### config.mk
export PLATFORM = sky130hd
export DESIGN_NAME = m6805_alu_execute_top_flat
export DESIGN_NICKNAME = d
export VERILOG_FILES = /design/src/design/m6805_alu_pkg.sv /design/src/design/m6805_alu_req_if.sv /design/src/design/m6805_alu_rsp_if.sv /design/src/design/m6805_alu_core.sv /design/src/design/m6805_alu_execute_top.sv /design/src/flat_wrapper.sv
export SDC_FILE = /design/constraint.sdc
export NUM_CORES = 1
export LEC_CHECK = 0
export BUFFER_PORTS_ARGS = -buffer_cell sky130_fd_sc_hd__buf_4
export CAP_MARGIN = 20
export CORE_MARGIN = 5
export CORE_UTILIZATION = 60
export CTS_BUF_LIST = sky130_fd_sc_hd__clkbuf_4 sky130_fd_sc_hd__clkbuf_8
export DETAILED_ROUTE_END_ITERATION = 10
export PLACE_DENSITY = 0.8
export SLEW_MARGIN = 20
export SYNTH_ARGS = -nofsm -noshare
export SYNTH_HDL_FRONTEND = slang
export SYNTH_SLANG_ARGS = --single-unit
### constraint.sdc
create_clock -name i_clk -period 7.08 [get_ports i_clk]
set_input_delay 1.062 -clock i_clk [delete_from_list [all_inputs] [get_ports i_clk]]
set_output_delay 1.062 -clock i_clk [all_outputs]
set_load 0.02 [all_outputs]
### src/design/m6805_alu_pkg.sv
// Shared types and constants for the 6805 ALU execute block.
// No dependencies; imported by the interfaces and every module of the block.
`timescale 1ns / 1ps

package m6805_alu_pkg;

    localparam int W_BYTE = 8;
    localparam int W_OP   = 4;
    localparam int W_CC   = 5;
    localparam int W_GRP  = 2;

    // Condition code bit positions.
    localparam int CC_C_BIT = 0;
    localparam int CC_Z_BIT = 1;
    localparam int CC_N_BIT = 2;
    localparam int CC_I_BIT = 3;
    localparam int CC_H_BIT = 4;

    typedef enum logic [W_GRP-1:0] {
        GRP_RMW   = 2'd0,
        GRP_ALU   = 2'd1,
        GRP_MUL   = 2'd2,
        GRP_UNDEF = 2'd3
    } t_grp;

    // Read-modify-write op nibbles.
    localparam logic [W_OP-1:0] RMW_NEG = 4'h0;
    localparam logic [W_OP-1:0] RMW_COM = 4'h3;
    localparam logic [W_OP-1:0] RMW_LSR = 4'h4;
    localparam logic [W_OP-1:0] RMW_ROR = 4'h6;
    localparam logic [W_OP-1:0] RMW_ASR = 4'h7;
    localparam logic [W_OP-1:0] RMW_LSL = 4'h8;
    localparam logic [W_OP-1:0] RMW_ROL = 4'h9;
    localparam logic [W_OP-1:0] RMW_DEC = 4'hA;
    localparam logic [W_OP-1:0] RMW_INC = 4'hC;
    localparam logic [W_OP-1:0] RMW_TST = 4'hD;
    localparam logic [W_OP-1:0] RMW_CLR = 4'hF;

    // Accumulator ALU op nibbles.
    localparam logic [W_OP-1:0] ALU_SUB = 4'h0;
    localparam logic [W_OP-1:0] ALU_CMP = 4'h1;
    localparam logic [W_OP-1:0] ALU_SBC = 4'h2;
    localparam logic [W_OP-1:0] ALU_CPX = 4'h3;
    localparam logic [W_OP-1:0] ALU_AND = 4'h4;
    localparam logic [W_OP-1:0] ALU_BIT = 4'h5;
    localparam logic [W_OP-1:0] ALU_LDA = 4'h6;
    localparam logic [W_OP-1:0] ALU_STA = 4'h7;
    localparam logic [W_OP-1:0] ALU_EOR = 4'h8;
    localparam logic [W_OP-1:0] ALU_ADC = 4'h9;
    localparam logic [W_OP-1:0] ALU_ORA = 4'hA;
    localparam logic [W_OP-1:0] ALU_ADD = 4'hB;
    localparam logic [W_OP-1:0] ALU_LDX = 4'hE;
    localparam logic [W_OP-1:0] ALU_STX = 4'hF;

    typedef struct packed {
        logic [W_GRP-1:0]  req_type;
        logic [W_OP-1:0]   op_code;
        logic [W_BYTE-1:0] acc_in;
        logic [W_BYTE-1:0] index_in;
        logic [W_BYTE-1:0] operand_value;
        logic [W_CC-1:0]   cc_in;
    } t_req;

    typedef struct packed {
        logic [W_BYTE-1:0] acc_out;
        logic [W_BYTE-1:0] index_out;
        logic [W_BYTE-1:0] write_value;
        logic              write_back;
        logic [W_CC-1:0]   cc_out;
        logic              op_defined;
    } t_rsp;

endpackage

### src/design/m6805_alu_req_if.sv
// Request channel of the 6805 ALU execute block: valid/ready plus the request word.
// Depends on m6805_alu_pkg for the field widths.
`timescale 1ns / 1ps

interface m6805_alu_req_if;
    import m6805_alu_pkg::*;

    logic              valid;
    logic              ready;
    logic [W_GRP-1:0]  req_type;
    logic [W_OP-1:0]   op_code;
    logic [W_BYTE-1:0] acc_in;
    logic [W_BYTE-1:0] index_in;
    logic [W_BYTE-1:0] operand_value;
    logic [W_CC-1:0]   cc_in;

    modport source (
        output valid, req_type, op_code, acc_in, index_in, operand_value, cc_in,
        input  ready
    );

    modport sink (
        input  valid, req_type, op_code, acc_in, index_in, operand_value, cc_in,
        output ready
    );
endinterface

### src/design/m6805_alu_rsp_if.sv
// Result channel of the 6805 ALU execute block: valid/ready plus the result word.
// Depends on m6805_alu_pkg for the field widths.
`timescale 1ns / 1ps

interface m6805_alu_rsp_if;
    import m6805_alu_pkg::*;

    logic              valid;
    logic              ready;
    logic [W_BYTE-1:0] acc_out;
    logic [W_BYTE-1:0] index_out;
    logic [W_BYTE-1:0] write_value;
    logic              write_back;
    logic [W_CC-1:0]   cc_out;
    logic              op_defined;

    modport source (
        output valid, acc_out, index_out, write_value, write_back, cc_out, op_defined,
        input  ready
    );

    modport sink (
        input  valid, acc_out, index_out, write_value, write_back, cc_out, op_defined,
        output ready
    );
endinterface

### src/design/m6805_alu_core.sv
// Combinational 6805 ALU: read-modify-write group, accumulator group and multiply.
// Depends on m6805_alu_pkg for the request and result words and the op codes.
`timescale 1ns / 1ps

module m6805_alu_core (
    input  m6805_alu_pkg::t_req i_req,
    output m6805_alu_pkg::t_rsp o_rsp
);
    import m6805_alu_pkg::*;

    logic [W_BYTE-1:0]   a, x, m;
    logic [W_CC-1:0]     cc;
    logic                cin;
    logic [W_BYTE-1:0]   r;
    logic [W_BYTE-1:0]   nz_src;
    logic                nz_upd;
    logic [W_BYTE:0]     sub_a;
    logic [W_BYTE:0]     sub_x;
    logic [W_BYTE:0]     sbc_a;
    logic [W_BYTE:0]     add_a;
    logic [W_OP:0]       add_lo;
    logic [2*W_BYTE-1:0] prod;
    logic                add_cin;

    assign a   = i_req.acc_in;
    assign x   = i_req.index_in;
    assign m   = i_req.operand_value;
    assign cin = i_req.cc_in[CC_C_BIT];

    // ADC takes the carry in, ADD does not.
    assign add_cin = (i_req.op_code == ALU_ADC) ? cin : 1'b0;

    assign sub_a  = {1'b0, a} - {1'b0, m};
    assign sub_x  = {1'b0, x} - {1'b0, m};
    assign sbc_a  = {1'b0, a} - {1'b0, m} - {{W_BYTE{1'b0}}, cin};
    assign add_a  = {1'b0, a} + {1'b0, m} + {{W_BYTE{1'b0}}, add_cin};
    assign add_lo = {1'b0, a[W_OP-1:0]} + {1'b0, m[W_OP-1:0]} + {{W_OP{1'b0}}, add_cin};
    assign prod   = x * a;

    always_comb begin
        o_rsp.acc_out     = a;
        o_rsp.index_out   = x;
        o_rsp.write_value = '0;
        o_rsp.write_back  = 1'b0;
        o_rsp.op_defined  = 1'b1;
        cc                = i_req.cc_in;
        r                 = m;
        nz_src            = '0;
        nz_upd            = 1'b0;

        unique case (t_grp'(i_req.req_type))
            GRP_RMW: begin
                o_rsp.write_back = 1'b1;
                nz_upd           = 1'b1;
                unique case (i_req.op_code)
                    RMW_NEG: begin
                        r            = 8'h00 - m;
                        cc[CC_C_BIT] = (m != 8'h00);
                    end
                    RMW_COM: begin
                        r            = ~m;
                        cc[CC_C_BIT] = 1'b1;
                    end
                    RMW_LSR: begin
                        r            = {1'b0, m[W_BYTE-1:1]};
                        cc[CC_C_BIT] = m[0];
                    end
                    RMW_ROR: begin
                        r            = {cin, m[W_BYTE-1:1]};
                        cc[CC_C_BIT] = m[0];
                    end
                    RMW_ASR: begin
                        r            = {m[W_BYTE-1], m[W_BYTE-1:1]};
                        cc[CC_C_BIT] = m[0];
                    end
                    RMW_LSL: begin
                        r            = {m[W_BYTE-2:0], 1'b0};
                        cc[CC_C_BIT] = m[W_BYTE-1];
                    end
                    RMW_ROL: begin
                        r            = {m[W_BYTE-2:0], cin};
                        cc[CC_C_BIT] = m[W_BYTE-1];
                    end
                    RMW_DEC: r = m - 8'h01;
                    RMW_INC: r = m + 8'h01;
                    RMW_TST: begin
                        // Flags from the operand, nothing stored back.
                        r                = '0;
                        o_rsp.write_back = 1'b0;
                    end
                    RMW_CLR: r = '0;
                    default: begin
                        r                = '0;
                        o_rsp.write_back = 1'b0;
                        o_rsp.op_defined = 1'b0;
                        nz_upd           = 1'b0;
                    end
                endcase
                nz_src            = (i_req.op_code == RMW_TST) ? m : r;
                o_rsp.write_value = r;
            end
            GRP_ALU: begin
                nz_upd = 1'b1;
                unique case (i_req.op_code)
                    ALU_SUB: begin
                        o_rsp.acc_out = sub_a[W_BYTE-1:0];
                        cc[CC_C_BIT]  = sub_a[W_BYTE];
                        nz_src        = sub_a[W_BYTE-1:0];
                    end
                    ALU_CMP: begin
                        cc[CC_C_BIT] = sub_a[W_BYTE];
                        nz_src       = sub_a[W_BYTE-1:0];
                    end
                    ALU_SBC: begin
                        o_rsp.acc_out = sbc_a[W_BYTE-1:0];
                        cc[CC_C_BIT]  = sbc_a[W_BYTE];
                        nz_src        = sbc_a[W_BYTE-1:0];
                    end
                    ALU_CPX: begin
                        cc[CC_C_BIT] = sub_x[W_BYTE];
                        nz_src       = sub_x[W_BYTE-1:0];
                    end
                    ALU_AND: begin
                        o_rsp.acc_out = a & m;
                        nz_src        = a & m;
                    end
                    ALU_BIT: nz_src = a & m;
                    ALU_LDA: begin
                        o_rsp.acc_out = m;
                        nz_src        = m;
                    end
                    ALU_STA: begin
                        o_rsp.write_value = a;
                        o_rsp.write_back  = 1'b1;
                        nz_src            = a;
                    end
                    ALU_EOR: begin
                        o_rsp.acc_out = a ^ m;
                        nz_src        = a ^ m;
                    end
                    ALU_ADC, ALU_ADD: begin
                        o_rsp.acc_out = add_a[W_BYTE-1:0];
                        cc[CC_C_BIT]  = add_a[W_BYTE];
                        cc[CC_H_BIT]  = add_lo[W_OP];
                        nz_src        = add_a[W_BYTE-1:0];
                    end
                    ALU_ORA: begin
                        o_rsp.acc_out = a | m;
                        nz_src        = a | m;
                    end
                    ALU_LDX: begin
                        o_rsp.index_out = m;
                        nz_src          = m;
                    end
                    ALU_STX: begin
                        o_rsp.write_value = x;
                        o_rsp.write_back  = 1'b1;
                        nz_src            = x;
                    end
                    default: begin
                        // JMP and JSR are handled outside the ALU.
                        o_rsp.op_defined = 1'b0;
                        nz_upd           = 1'b0;
                    end
                endcase
            end
            GRP_MUL: begin
                o_rsp.index_out = prod[2*W_BYTE-1:W_BYTE];
                o_rsp.acc_out   = prod[W_BYTE-1:0];
                cc[CC_H_BIT]    = 1'b0;
                cc[CC_C_BIT]    = 1'b0;
            end
            default: o_rsp.op_defined = 1'b0;
        endcase

        if (nz_upd) begin
            cc[CC_N_BIT] = nz_src[W_BYTE-1];
            cc[CC_Z_BIT] = (nz_src == '0);
        end
        o_rsp.cc_out = cc;
    end
endmodule

### src/design/m6805_alu_execute_top.sv
// 6805 ALU execute block: an accepted request word is registered in the request register, and its result
// is offered from the output register; throughput one word per cycle while the result side does not stall.
// The request register feeds the ALU, whose result is held in the output register;
// each stage advances whenever the stage after it is empty or being emptied.
// Reset (synchronous, active low) empties both stages; payload registers are not reset.
// Depends on m6805_alu_pkg, m6805_alu_req_if, m6805_alu_rsp_if and m6805_alu_core.
`timescale 1ns / 1ps

module m6805_alu_execute_top (
    input  logic                   i_clk,
    input  logic                   i_rst_n,
    m6805_alu_req_if.sink          i_req,
    m6805_alu_rsp_if.source        o_rsp
);
    import m6805_alu_pkg::*;

    logic r_s1_vld, n_s1_vld;
    t_req r_s1_req, n_s1_req;
    logic r_s2_vld, n_s2_vld;
    t_rsp r_s2_rsp, n_s2_rsp;
    t_rsp w_alu_rsp;
    logic w_s1_rdy;
    logic w_s2_rdy;

    m6805_alu_core u_core (
        .i_req (r_s1_req),
        .o_rsp (w_alu_rsp)
    );

    assign w_s2_rdy    = !r_s2_vld || o_rsp.ready;
    assign w_s1_rdy    = !r_s1_vld || w_s2_rdy;
    assign i_req.ready = w_s1_rdy;

    always_comb begin
        n_s1_vld = r_s1_vld;
        n_s1_req = r_s1_req;
        n_s2_vld = r_s2_vld;
        n_s2_rsp = r_s2_rsp;
        if (w_s1_rdy) begin
            n_s1_vld = i_req.valid;
            n_s1_req = '{req_type:      i_req.req_type,
                         op_code:       i_req.op_code,
                         acc_in:        i_req.acc_in,
                         index_in:      i_req.index_in,
                         operand_value: i_req.operand_value,
                         cc_in:         i_req.cc_in};
        end
        if (w_s2_rdy) begin
            n_s2_vld = r_s1_vld;
            n_s2_rsp = w_alu_rsp;
        end
    end

    always_ff @(posedge i_clk) begin
        if (!i_rst_n) begin
            r_s1_vld <= 1'b0;
            r_s2_vld <= 1'b0;
        end else begin
            r_s1_vld <= n_s1_vld;
            r_s2_vld <= n_s2_vld;
        end
        r_s1_req <= n_s1_req;
        r_s2_rsp <= n_s2_rsp;
    end

    assign o_rsp.valid       = r_s2_vld;
    assign o_rsp.acc_out     = r_s2_rsp.acc_out;
    assign o_rsp.index_out   = r_s2_rsp.index_out;
    assign o_rsp.write_value = r_s2_rsp.write_value;
    assign o_rsp.write_back  = r_s2_rsp.write_back;
    assign o_rsp.cc_out      = r_s2_rsp.cc_out;
    assign o_rsp.op_defined  = r_s2_rsp.op_defined;

    // An accepted word always lands in the request register.
    a_accept_loads: assert property (@(posedge i_clk) disable iff (!i_rst_n)
        i_req.valid && i_req.ready |=> r_s1_vld)
        else $error("accepted request word was not captured");

    // A request blocked by a full output stage must be kept intact.
    a_s1_holds: assert property (@(posedge i_clk) disable iff (!i_rst_n)
        r_s1_vld && !w_s2_rdy |=> r_s1_vld && $stable(r_s1_req))
        else $error("stalled request word was lost or altered");

    // With both stages empty the block must take a new word.
    a_empty_ready: assert property (@(posedge i_clk) disable iff (!i_rst_n)
        !r_s1_vld && !r_s2_vld |-> i_req.ready)
        else $error("empty pipeline refused a request word");

    // Undefined operations never ask for a store.
    a_undef_no_store: assert property (@(posedge i_clk) disable iff (!i_rst_n)
        o_rsp.valid && !o_rsp.op_defined |-> !o_rsp.write_back && (o_rsp.write_value == '0))
        else $error("undefined operation requested a write back");
endmodule

### src/flat_wrapper.sv
// flat-port wrapper written by rule: the top's interface ports become plain ports
module m6805_alu_execute_top_flat import m6805_alu_pkg::*;
  (i_clk, i_rst_n, i_req_valid, i_req_req_type, i_req_op_code, i_req_acc_in, i_req_index_in, i_req_operand_value, i_req_cc_in, i_req_ready, o_rsp_valid, o_rsp_acc_out, o_rsp_index_out, o_rsp_write_value, o_rsp_write_back, o_rsp_cc_out, o_rsp_op_defined, o_rsp_ready);
  m6805_alu_req_if i_req_i ();
  m6805_alu_rsp_if o_rsp_i ();
  input  logic i_clk;
  input  logic i_rst_n;
  input wire logic [$bits(i_req_i.valid)-1:0] i_req_valid;
  input wire logic [$bits(i_req_i.req_type)-1:0] i_req_req_type;
  input wire logic [$bits(i_req_i.op_code)-1:0] i_req_op_code;
  input wire logic [$bits(i_req_i.acc_in)-1:0] i_req_acc_in;
  input wire logic [$bits(i_req_i.index_in)-1:0] i_req_index_in;
  input wire logic [$bits(i_req_i.operand_value)-1:0] i_req_operand_value;
  input wire logic [$bits(i_req_i.cc_in)-1:0] i_req_cc_in;
  output wire logic [$bits(i_req_i.ready)-1:0] i_req_ready;
  output wire logic [$bits(o_rsp_i.valid)-1:0] o_rsp_valid;
  output wire logic [$bits(o_rsp_i.acc_out)-1:0] o_rsp_acc_out;
  output wire logic [$bits(o_rsp_i.index_out)-1:0] o_rsp_index_out;
  output wire logic [$bits(o_rsp_i.write_value)-1:0] o_rsp_write_value;
  output wire logic [$bits(o_rsp_i.write_back)-1:0] o_rsp_write_back;
  output wire logic [$bits(o_rsp_i.cc_out)-1:0] o_rsp_cc_out;
  output wire logic [$bits(o_rsp_i.op_defined)-1:0] o_rsp_op_defined;
  input wire logic [$bits(o_rsp_i.ready)-1:0] o_rsp_ready;
  assign i_req_i.valid = i_req_valid;
  assign i_req_i.req_type = i_req_req_type;
  assign i_req_i.op_code = i_req_op_code;
  assign i_req_i.acc_in = i_req_acc_in;
  assign i_req_i.index_in = i_req_index_in;
  assign i_req_i.operand_value = i_req_operand_value;
  assign i_req_i.cc_in = i_req_cc_in;
  assign i_req_ready = i_req_i.ready;
  assign o_rsp_valid = o_rsp_i.valid;
  assign o_rsp_acc_out = o_rsp_i.acc_out;
  assign o_rsp_index_out = o_rsp_i.index_out;
  assign o_rsp_write_value = o_rsp_i.write_value;
  assign o_rsp_write_back = o_rsp_i.write_back;
  assign o_rsp_cc_out = o_rsp_i.cc_out;
  assign o_rsp_op_defined = o_rsp_i.op_defined;
  assign o_rsp_i.ready = o_rsp_ready;
  m6805_alu_execute_top u_core (.i_clk(i_clk), .i_rst_n(i_rst_n), .i_req(i_req_i), .o_rsp(o_rsp_i));
endmodule
* Word level (Yosys, flattened, before mapping)
Index checks and enable logic that the tools add are counted. Widths: inputs -> output; s select.
Operators by class: $add $sub $neg 10, $mul 1, div/mod/pow operators 0, $lt $le $gt $ge 0, equality and inequality tests 17, shifts and indexed selects 0, mux-type cells 21, bitwise gates (word level) 4, reductions and logical operators 17
Operator list (count):
- $pmux 8 s10 | 1
- $pmux 8 s9 | 1
- $pmux 8 s7 | 1
- $pmux 9 s2 | 2
- $eq 4x4->1 const B | 8
- $pmux 16 s2 | 1
- $sub 8x8->9 | 2
- $eq 4x3->1 const B | 4
- $mul 8x8->16 | 1
- $mux 8 | 2
- $pmux 8 s2 | 1
- $reduce_or 14->1 | 1
- $reduce_or 11->1 | 1
- $reduce_or 10->1 | 1
- $reduce_or 2->1 | 5
- $add 8x8->9 | 1
- $add 9x1->9 | 1
- $sub 9x1->9 | 1
- $add 8x1->8 const B | 1
- $and 8x8->8 | 1
- $eq 4x2->1 const B | 2
- $logic_not 8->1 | 1
- $not 8->8 | 1
- $or 8x8->8 | 1
- other kinds (19) | 28
Storage, ports and cells: flip-flop bits (word level) 68, latch bits 0, memory bits (writable) 0, bits in read-only memories 0, input port bits 39, word-level logic and storage cells 84, memories 0

* Depth between registers and ports, before layout
Gate-level depths: netlist of the first run.
depth in word-level cells 7, gate-level depth with buffers 20, mapped depth without buffers 19

* Cells and area by module
A second synthesis of the first run with hierarchy kept.
Second synthesis, totals: cell total of the unflattened synthesis 888, area total of the unflattened synthesis 7820.0 µm²
By module, submodules not included:
- m6805_alu_core | times used 1, cells an instance 813, area an instance 5753.0 µm², sequential area each 0.0 µm²
- m6805_alu_execute_top | times used 1, cells an instance 75, area an instance 2067.0 µm², sequential area each 2021.9 µm²

* Worst setup path before layout of the first run
Ideal clock, no wire load.
kind register to register, start point register u_core.r_s1_req[28] (netlist name), end point register u_core.r_s2_rsp, in the netlist u_core.o_rsp.index_out[7], data pin, library setup time 0.264 ns, data arrival time 4.364 ns, path slack 2.452 ns, stages on the path, launching flop included 18, clock period less this slack 4.628 ns, path through edfxtp_1 -> clkbuf_1 -> nand2_1 -> fa_1 -> fa_1 -> inv_1 -> fa_1 -> inv_1 -> fa_1 -> inv_1 -> ha_1 -> nor2b_1 -> o21a_1 -> o22ai_1 -> o21ai_0 -> o41a_1 -> xnor2_1 -> o21ai_0
RTL lines:
- start: declaration | RTL line m6805_alu_execute_top.sv:18 | t_req r_s1_req, n_s1_req;
- start signal: assignment | RTL line m6805_alu_execute_top.sv:62 | r_s1_req <= n_s1_req;
- end signal: assignment | RTL line m6805_alu_execute_top.sv:63 | r_s2_rsp <= n_s2_rsp;
- end: declaration | RTL line m6805_alu_execute_top.sv:20 | t_rsp r_s2_rsp, n_s2_rsp;

==> results of run 1 <==
==> worst min-delay path by stage <==
| stage | start | endpoint | slack, ns | cells after the start |
|---|---|---|---|---|
| after CTS | u_core.r_s1_req[3]$_DFFE_PP_ | u_core.o_rsp.cc_out[3]$_DFFE_PP_ | 0.43 | 0 |
| after global routing | u_core.r_s1_req[3]$_DFFE_PP_ | u_core.o_rsp.cc_out[3]$_DFFE_PP_ | 0.45 | 0 |
| after floorplan | u_core.r_s1_req[3]$_DFFE_PP_ | u_core.o_rsp.cc_out[3]$_DFFE_PP_ | 0.40 | 0 |
| after detailed placement | u_core.r_s1_req[3]$_DFFE_PP_ | u_core.o_rsp.cc_out[3]$_DFFE_PP_ | 0.41 | 0 |
| final | u_core.r_s1_req[3]$_DFFE_PP_ | u_core.o_rsp.cc_out[3]$_DFFE_PP_ | 0.43 | 0 |
| after global placement | u_core.r_s1_req[3]$_DFFE_PP_ | u_core.o_rsp.cc_out[3]$_DFFE_PP_ | 0.41 | 0 |
==> through the flow <==
| step | setup slack, ns | total power [W] | cells | hold slack, ns | cell area, um2 |
|---|---|---|---|---|---|
| after floorplan | 2.45 | 0.00119 | 912 | 0.400 | 8030 |
| after global placement | 2.26 | 0.00141 | 1118 | 0.409 | 8550 |
| after detailed placement | 2.12 | 0.00143 | 1118 | 0.415 | 8550 |
| after CTS | 2.10 | 0.00178 | 1134 | 0.434 | 8750 |
| after global routing | 1.80 | 0.00191 | 1134 | 0.454 | 8760 |
| final | 2.05 | 0.00179 | 1134 | 0.431 | 8760 |
==> registers in the layout, indices dropped and copies added (netlist names) <==
register and flops:
u_core.o_rsp.cc_out 5, u_core.o_rsp.index_out 8, u_core.o_rsp.valid 1, u_core.r_s1_vld 1
u_core.o_rsp.acc_out 8, u_core.o_rsp.op_defined 1, u_core.o_rsp.write_value 8, u_core.o_rsp.write_back 1
u_core.r_s1_req 35
==> power groups by stage <==
stage          registers, W  logic [W]  clock network, W
3_3_place_gp       0.000538   0.000870                 0
3_5_place_dp       0.000540   0.000891                 0
2_1_floorplan      0.000558   0.000636                 0
4_1_cts            0.000532   0.000898          0.000353
5_1_grt            0.000539    0.00101          0.000367
6_report           0.000533   0.000908          0.000346
==> kinds of logic after synthesis <==
| logic type | Yosys count | synth area share [%] |
|---|---|---|
| XOR/XNOR | 35 | 3.91 |
| flip-flops | 68 | 25.2 |
| AO/OA/AOI/OAI | 246 | 20.9 |
| multiplexers | 10 | 1.25 |
| buffers and inverters | 143 | 8.13 |
| adder cells (fa/ha/maj) | 122 | 22.8 |
| AND/OR/NAND/NOR | 288 | 17.8 |
==> cells in the mapped netlist, types with 4 or more instances <==
master | instances | area share, %
inv_1 | 93 | 4.3
ha_1 | 81 | 13
nor2_1 | 70 | 3.3
nand2_1 | 69 | 3.2
edfxtp_1 | 66 | 25
a21oi_1 | 62 | 3.9
o21ai_0 | 56 | 3.5
and2_1 | 43 | 3.3
fa_1 | 41 | 10
clkbuf_1 | 29 | 1.4
nor3_1 | 25 | 1.6
xnor2_1 | 24 | 2.6
nand3_1 | 18 | 1.1
o22ai_1 | 14 | 1.1
nor2b_1 | 12 | 0.93
a211oi_1 | 10 | 0.93
mux2i_1 | 10 | 1.2
nand2b_1 | 10 | 0.78
xor2_1 | 10 | 1.1
a22o_1 | 9 | 0.98
a22oi_1 | 9 | 0.84
a31oi_1 | 9 | 0.70
clkbuf_8 | 8 | 1.4
a21o_1 | 7 | 0.65
a32oi_1 | 7 | 0.76
nor4_1 | 6 | 0.47
o211ai_1 | 6 | 0.56
a221o_1 | 5 | 0.62
buf_2 | 5 | 0.31
o32ai_1 | 5 | 0.55
a221oi_1 | 4 | 0.44
and3_1 | 4 | 0.31
buf_6 | 4 | 0.56
o31ai_1 | 4 | 0.37
or2_2 | 4 | 0.31
or3_1 | 4 | 0.31
or4_1 | 4 | 0.37
==> worst max-delay path, stage by stage, from the launching register on <==
cell and delay (ns):
edfxtp_1 0.67, nand2_1 0.15, fa_1 0.51, fa_1 0.55, inv_1 0.06, fa_1 0.53, inv_1 0.05, fa_1 0.53
inv_1 0.04, ha_1 0.33, nor2b_1 0.15, o21a_1 0.19, o22ai_1 0.21, o21ai_0 0.20, o41a_1 0.36, xnor2_1 0.16
o21ai_0 0.09
==> per-layer routing <==
metal / GRT usage, % / wire (um) / up-vias
met5: 0 / 0 / -
met3: 7.28 / 2430 / 73
li1: - / - / 3339
met1: 40.8 / 9970 / 3402
met2: 46.6 / 10900 / 444
met4: 14.7 / 1190 / 0
==> cell type report <==
| type | count | area (um2) |
|---|---|---|
| Fill cell | 1095 | 4430 |
| Sequential cell | 68 | 2020 |
| Multi-Input combinational cell | 701 | 5360 |
| Tap cell | 176 | 220 |
| Clock buffer | 10 | 131 |
| Inverter | 94 | 353 |
| Clock inverter | 6 | 72.6 |
| Timing Repair Buffer | 79 | 593 |
==> results_tabular.tex, run 1 <==
\begin{tabular}{lr}
\hline
Metric & Value \\
\hline
\multicolumn{2}{l}{\textbf{Critical path}} \\
Data arrival time of the critical path & about 5 ns \\
Startpoint of the lowest-slack register-to-register path & u\_core.r\_s1\_req[27]\$\_DFFE\_PP\_ \\
Depth of the most critical reg-to-reg path & 16 \\
Required @ worst endpoint & about 7.2 ns \\
Endpoint of the worst register-to-register path & u\_core.o\_rsp.index\_out[7]\$\_DFFE\_PP\_ \\
Type of the worst setup path & flip-flop to flip-flop \\
Largest fanout of any net on the critical path & 13 \\
Category of the worst setup path launch point & flip-flop \\
Worst setup EP type & flip-flop \\
Worst setup path end & u\_core.o\_rsp.index\_out[7]\$\_DFFE\_PP\_ \\
Worst setup path startpoint & u\_core.r\_s1\_req[27]\$\_DFFE\_PP\_ \\
Register-to-register setup slack & just over 2 ns \\
\multicolumn{2}{l}{\textbf{Timing}} \\
Final setup violation count & 0 \\
Max-slew violation total from the final report & 0 \\
TNS Setup & 0 ns \\
Final Hold Vio Count & 0 \\
Clock period minus worst slack & approximately 5.0 ns \\
Final clock skew & around 0.014 ns \\
Max-slew headroom at the worst pin & between 30\% and 40\% \\
RSZ-0062 raised after global routing & false \\
Period Utilization, post-route & 71.0\% \\
Achievable frequency & 199 MHz \\
Slew at the pin closest to its max-slew limit & between 0.9 and 1 ns \\
\multicolumn{2}{l}{\textbf{Cells and area}} \\
Area growth from synthesis to layout & 9.04\% \\
\# nets final & between 1000 and 1500 \\
Fraction of final layout cells sized beyond drive strength 1 & 12.4\% \\
Diode count & 0 \\
Fin util & 66.4\% \\
Commonest cells after routing, fill and taps aside & inv\_1 (93), ha\_1 (81), buf\_4 (79), nor2\_1 (70), nand2\_1 (68) \\
Most common cell after layout, fill and taps aside & inv\_1 \\
\multicolumn{2}{l}{\textbf{Floorplanning}} \\
Die ar. & approximately 16000 um2 \\
Core ar. & around 13000 um2 \\
Number of I/O pins & 72 \\
Overall die height & 126 um \\
Initial core utilization & 60.9\% \\
Die Wd & 126 um \\
Number of core rows & 42 \\
\multicolumn{2}{l}{\textbf{Logic synthesis}} \\
Cell count after synthesis & 912 \\
Sequential-to-total area share from yosys stat & between 20\% and 30\% \\
Mapped cell area & $\sim$8000 um2 \\
Post-synthesis sequential element count & 68 \\
Warnings, synthesis & 0 \\
Number of synthesized flops with an enable pin & between 60 and 70 \\
Syn avg cell area & 8.81 um2 \\
Unique cell type count in the Yosys netlist & 79 \\
Prevailing post-synth register cell & edfxtp\_1 \\
Synthesized Nets & roughly 1100 \\
Ys async rst share & 0\% \\
\multicolumn{2}{l}{\textbf{Pwr}} \\
Proportion of power drawn by combinational gates & between 50\% and 60\% \\
Switching Share & a little over two fifths \\
Portion of total power attributed to the clock network & between 10\% and 20\% \\
Int Power & slightly above 0.001 W \\
Cell leakage power & a little under 4 nW \\
Net Sw Power & 0.000750 W \\
Maximum vdd ir drop & 153 uV \\
Sequential share of power & between 20\% and 30\% \\
Cell area power density & between 200 and 250 nW/um2 \\
\multicolumn{2}{l}{\textbf{Place}} \\
Detailed Place HPWL & between 15 and 20 mm \\
Quantity of I/O buffers inserted on ports & 71 \\
Final GP Congestion & 1.02 \\
\multicolumn{2}{l}{\textbf{Route}} \\
DRC marker count from the first detailed-route iteration & between 1000 and 1500 \\
1st-pass router iterations & 5 \\
Routed vias & 7258 \\
Avg WL per Cell & $\sim$22 um \\
Drc violations & 0 \\
Antenna Violating Nets Remaining & 0 \\
Detail-routed via count per cell & $\sim$6.4 \\
Total wirelength of the detailed-routed design & 24.5 mm \\
\multicolumn{2}{l}{\textbf{Clock tree}} \\
Clock Latency Late Sink & 0.38 ns \\
Clock root buffer & clkbuf\_8 \\
TritonCTS clock tree & yes \\
CTS Buffer Depth & 2 \\
Level count of the clock H-tree & 3 \\
Inserted Clock Buffers & 9 \\
Clock tree sinks & between 60 and 70 \\
Clock-pin slew on the worst setup and hold paths & $\sim$0.080 ns \\
Hold-fix buffers, CTS & 0 \\
Post\_cts resized & 0 \\
Buffer count from post-CTS setup fixing & 0 \\
\multicolumn{2}{l}{\textbf{Global routing}} \\
Pin count of the biggest net entering global routing & 46 \\
Initial antenna violation count & 0 \\
Total grt overflow & 0 \\
Aggregate global-route resource usage & 30.5\% \\
Global-route wire length before repair & between 30 and 40 mm \\
Number of global-route vias before repair & 6904 \\
\multicolumn{2}{l}{\textbf{Flow run}} \\
Max capacitance violation total & 0 \\
\multicolumn{2}{l}{\textbf{Outcome}} \\
Result of the run & finished, final reports clean \\
\multicolumn{2}{l}{\textbf{Worst hold path}} \\
Worst min-delay path category & flip-flop to flip-flop \\
\hline
\end{tabular}
No activity file was read; power rests on OpenSTA's default activity.
==> run 2, diff against run 1 <==
- ABC_AREA: not set -> 1
- clock period: 7.08 -> 5.2 ns (I/O delays scaled with it)
==> results_tabular.tex, run 2 <==
\begin{tabular}{lr}
\hline
Metric & Value \\
\hline
\multicolumn{2}{l}{\textbf{Cells and area}} \\
Final non-filler cell total & 1409 (+24\%) \\
Diode count & 0 (unchanged) \\
Fraction of final layout cells sized beyond drive strength 1 & 9.33\% (-3.1 points) \\
\# nets final & 1389 (+25\%) \\
Commonest cells after routing, fill and taps aside & nand2\_1 (306), inv\_1 (227), nor2\_1 (92), nand3\_1 (88), ha\_1 (81) \\
Most common cell after layout, fill and taps aside & nand2\_1 \\
Combined flip-flop and latch cell area & 2020 um2 (unchanged) \\
Layout fillers & 1205 (+10\%) \\
Reg with most FFs & u\_core.r\_s1\_req \\
Number of flip-flops in the largest register & 35 (unchanged) \\
Area growth from synthesis to layout & 10.2\% \\
Multi-input combinational cell area & 5130 um2 (-4.4\%) \\
\multicolumn{2}{l}{\textbf{Logic synthesis}} \\
Synth top area share & 24.3\% (-0.41 points) \\
Prevailing post-synth register cell & edfxtp\_1 \\
Synthesized Nets & 1333 (+24\%) \\
Syn avg cell area & 6.97 um2 (-21\%) \\
Most common library cells after synthesis & nand2\_1 (306), inv\_1 (227), nor2\_1 (92) \\
Post-synthesis sequential element count & 68 (unchanged) \\
Library cell with the largest summed area after synthesis & edfxtp\_1 \\
Number of synthesized flops with an enable pin & 66 (unchanged) \\
Area contributors post-synth & edfxtp\_1 (24\%), nand2\_1 (14\%), ha\_1 (12\%) \\
Ys async rst share & 0\% (unchanged) \\
Unique cell type count in the Yosys netlist & 40 (-49\%) \\
Warnings, synthesis & 0 (unchanged) \\
Sequential-to-total area share from yosys stat & 24.8\% (-0.42 points) \\
Mapped cell area & 8170 um2 (+1.7\%) \\
Cell count after synthesis & 1172 (+29\%) \\
Cell with the most instances after synthesis & nand2\_1 \\
\multicolumn{2}{l}{\textbf{Clock tree}} \\
Post\_cts resized & 0 (unchanged) \\
Clock root buffer & clkbuf\_8 \\
Clock tree sinks & 68 (unchanged) \\
Clock Latency Late Sink & 0.37 ns (about the same) \\
Inserted Clock Buffers & 9 (unchanged) \\
Hold-fix buffers, CTS & 0 (unchanged) \\
TritonCTS clock tree & yes \\
Level count of the clock H-tree & 3 (unchanged) \\
Clock-pin slew on the worst setup and hold paths & 0.08 ns (about the same) \\
CTS Buffer Depth & 2 (unchanged) \\
Buffer count from post-CTS setup fixing & 0 (unchanged) \\
\multicolumn{2}{l}{\textbf{Critical path}} \\
Required @ worst endpoint & 5.32 ns (-1.88 ns) \\
Worst setup path startpoint & u\_core.r\_s1\_req[24]\$\_DFFE\_PP\_ \\
Largest fanout of any net on the critical path & 12 (-1) \\
Depth of the most critical reg-to-reg path & 20 (+4) \\
Worst setup path end & u\_core.o\_rsp.index\_out[5]\$\_DFFE\_PP\_ \\
Category of the worst setup path launch point & flip-flop \\
Endpoint of the worst register-to-register path & u\_core.o\_rsp.index\_out[5]\$\_DFFE\_PP\_ \\
Type of the worst setup path & flip-flop to flip-flop \\
Register-to-register setup slack & 0.44 ns (-1.61 ns) \\
Startpoint of the lowest-slack register-to-register path & u\_core.r\_s1\_req[24]\$\_DFFE\_PP\_ \\
Data arrival time of the critical path & 4.88 ns (-0.27 ns) \\
Worst setup EP type & flip-flop \\
\multicolumn{2}{l}{\textbf{Route}} \\
Antenna Violating Nets Remaining & 0 (unchanged) \\
DRC marker count from the first detailed-route iteration & 926 (-11\%) \\
Drc violations & 0 (unchanged) \\
1st-pass router iterations & 5 (unchanged) \\
Total wirelength of the detailed-routed design & 26.9 mm (+9.9\%) \\
Routed vias & 8270 (+14\%) \\
Avg WL per Cell & 19.1 um (-12\%) \\
Detail-routed via count per cell & 5.87 (-8.3\%) \\
\multicolumn{2}{l}{\textbf{Pwr}} \\
Portion of total power attributed to the clock network & 17.1\% (-2.2 points) \\
Cell area power density & 259 nW/um2 (+27\%) \\
Cell leakage power & 4.87 nW (+26\%) \\
Net Sw Power & 0.00106 W (+42\%) \\
Switching Share & 45.6\% (+3.6 points) \\
Sequential share of power & 31.2\% (+1.3 points) \\
Int Power & 0.00127 W (+23\%) \\
Maximum vdd ir drop & 200 uV (+31\%) \\
Proportion of power drawn by combinational gates & 51.8\% (+1.0 points) \\
\multicolumn{2}{l}{\textbf{Place}} \\
Total instance count after detailed placement & 1393 (+25\%) \\
Final GP Congestion & 1.05 (+2.9\%) \\
Detailed Place HPWL & 21.0 mm (+16\%) \\
Quantity of I/O buffers inserted on ports & 71 (unchanged) \\
\multicolumn{2}{l}{\textbf{Global routing}} \\
Aggregate global-route resource usage & 33.4\% (+2.9 points) \\
Pin count of the biggest net entering global routing & 37 (-20\%) \\
Global-route wire length before repair & 42.0 mm (+10\%) \\
Total grt overflow & 0 (unchanged) \\
Initial antenna violation count & 0 (unchanged) \\
Number of global-route vias before repair & 7856 (+14\%) \\
\multicolumn{2}{l}{\textbf{Timing}} \\
RSZ-0062 raised after global routing & false \\
Final setup violation count & 0 (unchanged) \\
Clock period minus worst slack & 4.76 ns (-0.270 ns) \\
Final Hold Vio Count & 0 (unchanged) \\
Max-slew headroom at the worst pin & 40.0\% (+4.5 points) \\
Achievable frequency & 210 MHz (+5.7\%) \\
Final clock skew & 0.0130 ns (-0.00133 ns) \\
Max-slew violation total from the final report & 0 (unchanged) \\
TNS Setup & 0 ns (unchanged) \\
Slew at the pin closest to its max-slew limit & 0.900 ns (-0.0646 ns) \\
Period Utilization, post-route & 91.5\% (+20 points) \\
\multicolumn{2}{l}{\textbf{Floorplanning}} \\
Die Wd & 127 um (+0.78\%) \\
Number of I/O pins & 72 (unchanged) \\
Die ar. & 16000 um2 (+1.6\%) \\
Number of core rows & 42 (unchanged) \\
Core ar. & 13300 um2 (+0.80\%) \\
Overall die height & 127 um (+0.78\%) \\
Initial core utilization & 61.4\% (+0.54 points) \\
\multicolumn{2}{l}{\textbf{Worst hold path}} \\
Worst min-delay path category & flip-flop to flip-flop \\
\multicolumn{2}{l}{\textbf{Flow run}} \\
Max capacitance violation total & 0 (unchanged) \\
\multicolumn{2}{l}{\textbf{Outcome}} \\
Result of the run & finished, final reports clean \\
\hline
\end{tabular}
## run 2: kinds of logic (layout without fill, tap and decap cells)
kind of cell / count (synthesis) / in the layout / share of synthesized area, %
compound gates: 166 / 166 / 11.5
buf+inv: 267 / 328 / 12.5
flops: 68 / 68 / 24.8
fa+ha+maj: 122 / 122 / 22.5
simple gates: 541 / 541 / 28.0
xor+xnor: 8 / 8 / 0.858
## run 2: critical path: stages, from the launching register on
cell and delay (ns):
edfxtp_1 0.63, nand2_1 0.15, inv_1 0.06, fa_1 0.41, fa_1 0.49, inv_1 0.05
fa_1 0.48, fa_1 0.49, inv_1 0.04, ha_1 0.36, nand3_1 0.12, nand3_1 0.13
nand2_1 0.08, nand2_1 0.06, a21oi_1 0.07, o21ai_0 0.43, inv_1 0.08, nor2_1 0.13
o21ai_0 0.09, nand3_1 0.08, a21oi_1 0.07
## run 2: layout make-up
class,instances,area share [%]
tap,176,2.45
timing repair buffer,78,6.50
clock buffer,9,1.38
clock inverter,7,0.472
sequential,68,22.5
multi-input combinational,837,57.0
inverter,234,9.78
## run 2: how the worst min path moves through the flow
stage,startpoint,endpoint,slack [ns],cells past startpoint
5_1_grt,u_core.r_s1_req[3]$_DFFE_PP_,u_core.o_rsp.cc_out[3]$_DFFE_PP_,0.46,0
6_report,u_core.r_s1_req[3]$_DFFE_PP_,u_core.o_rsp.cc_out[3]$_DFFE_PP_,0.44,0
3_5_place_dp,u_core.r_s1_req[3]$_DFFE_PP_,u_core.o_rsp.cc_out[3]$_DFFE_PP_,0.41,0
2_1_floorplan,u_core.r_s1_req[3]$_DFFE_PP_,u_core.o_rsp.cc_out[3]$_DFFE_PP_,0.40,0
3_3_place_gp,u_core.r_s1_req[3]$_DFFE_PP_,u_core.o_rsp.cc_out[3]$_DFFE_PP_,0.42,0
4_1_cts,u_core.r_s1_req[3]$_DFFE_PP_,u_core.o_rsp.cc_out[3]$_DFFE_PP_,0.44,0
## run 2: metal layers
| metal | share of wire, % | GRT usage [%] | vias to the layer above |
|---|---|---|---|
| met5 | 0 | 0 | - |
| met4 | 5.3 | 15.7 | 0 |
| met3 | 11 | 6.43 | 103 |
| met2 | 43 | 50.6 | 515 |
| met1 | 41 | 46.1 | 3761 |
| li1 | - | - | 3891 |
## run 2: power groups by stage
stage	combinational (W)	sequential, W	clock (W)
final	0.00121	0.000728	0.000398
after global routing	0.00135	0.000735	0.000431
after CTS	0.00119	0.000726	0.000400
after detailed placement	0.00118	0.000737	0
after global placement	0.00116	0.000734	0
after floorplan	0.000807	0.000761	0
## run 2: metrics by stage
stage / hold slack [ns] / cell area (um2) / worst slack, ns / utilization [%] / power [W]
final: 0.442 / 9000 / 0.442 / 67.7 / 0.00233
after global routing: 0.459 / 9000 / 0.210 / 67.7 / 0.00251
after CTS: 0.442 / 9000 / 0.543 / 67.7 / 0.00231
after detailed placement: 0.413 / 8840 / 0.545 / 66.5 / 0.00191
after global placement: 0.423 / 8840 / 0.631 / 66.5 / 0.00189
after floorplan: 0.400 / 8170 / 0.876 / - / 0.00157
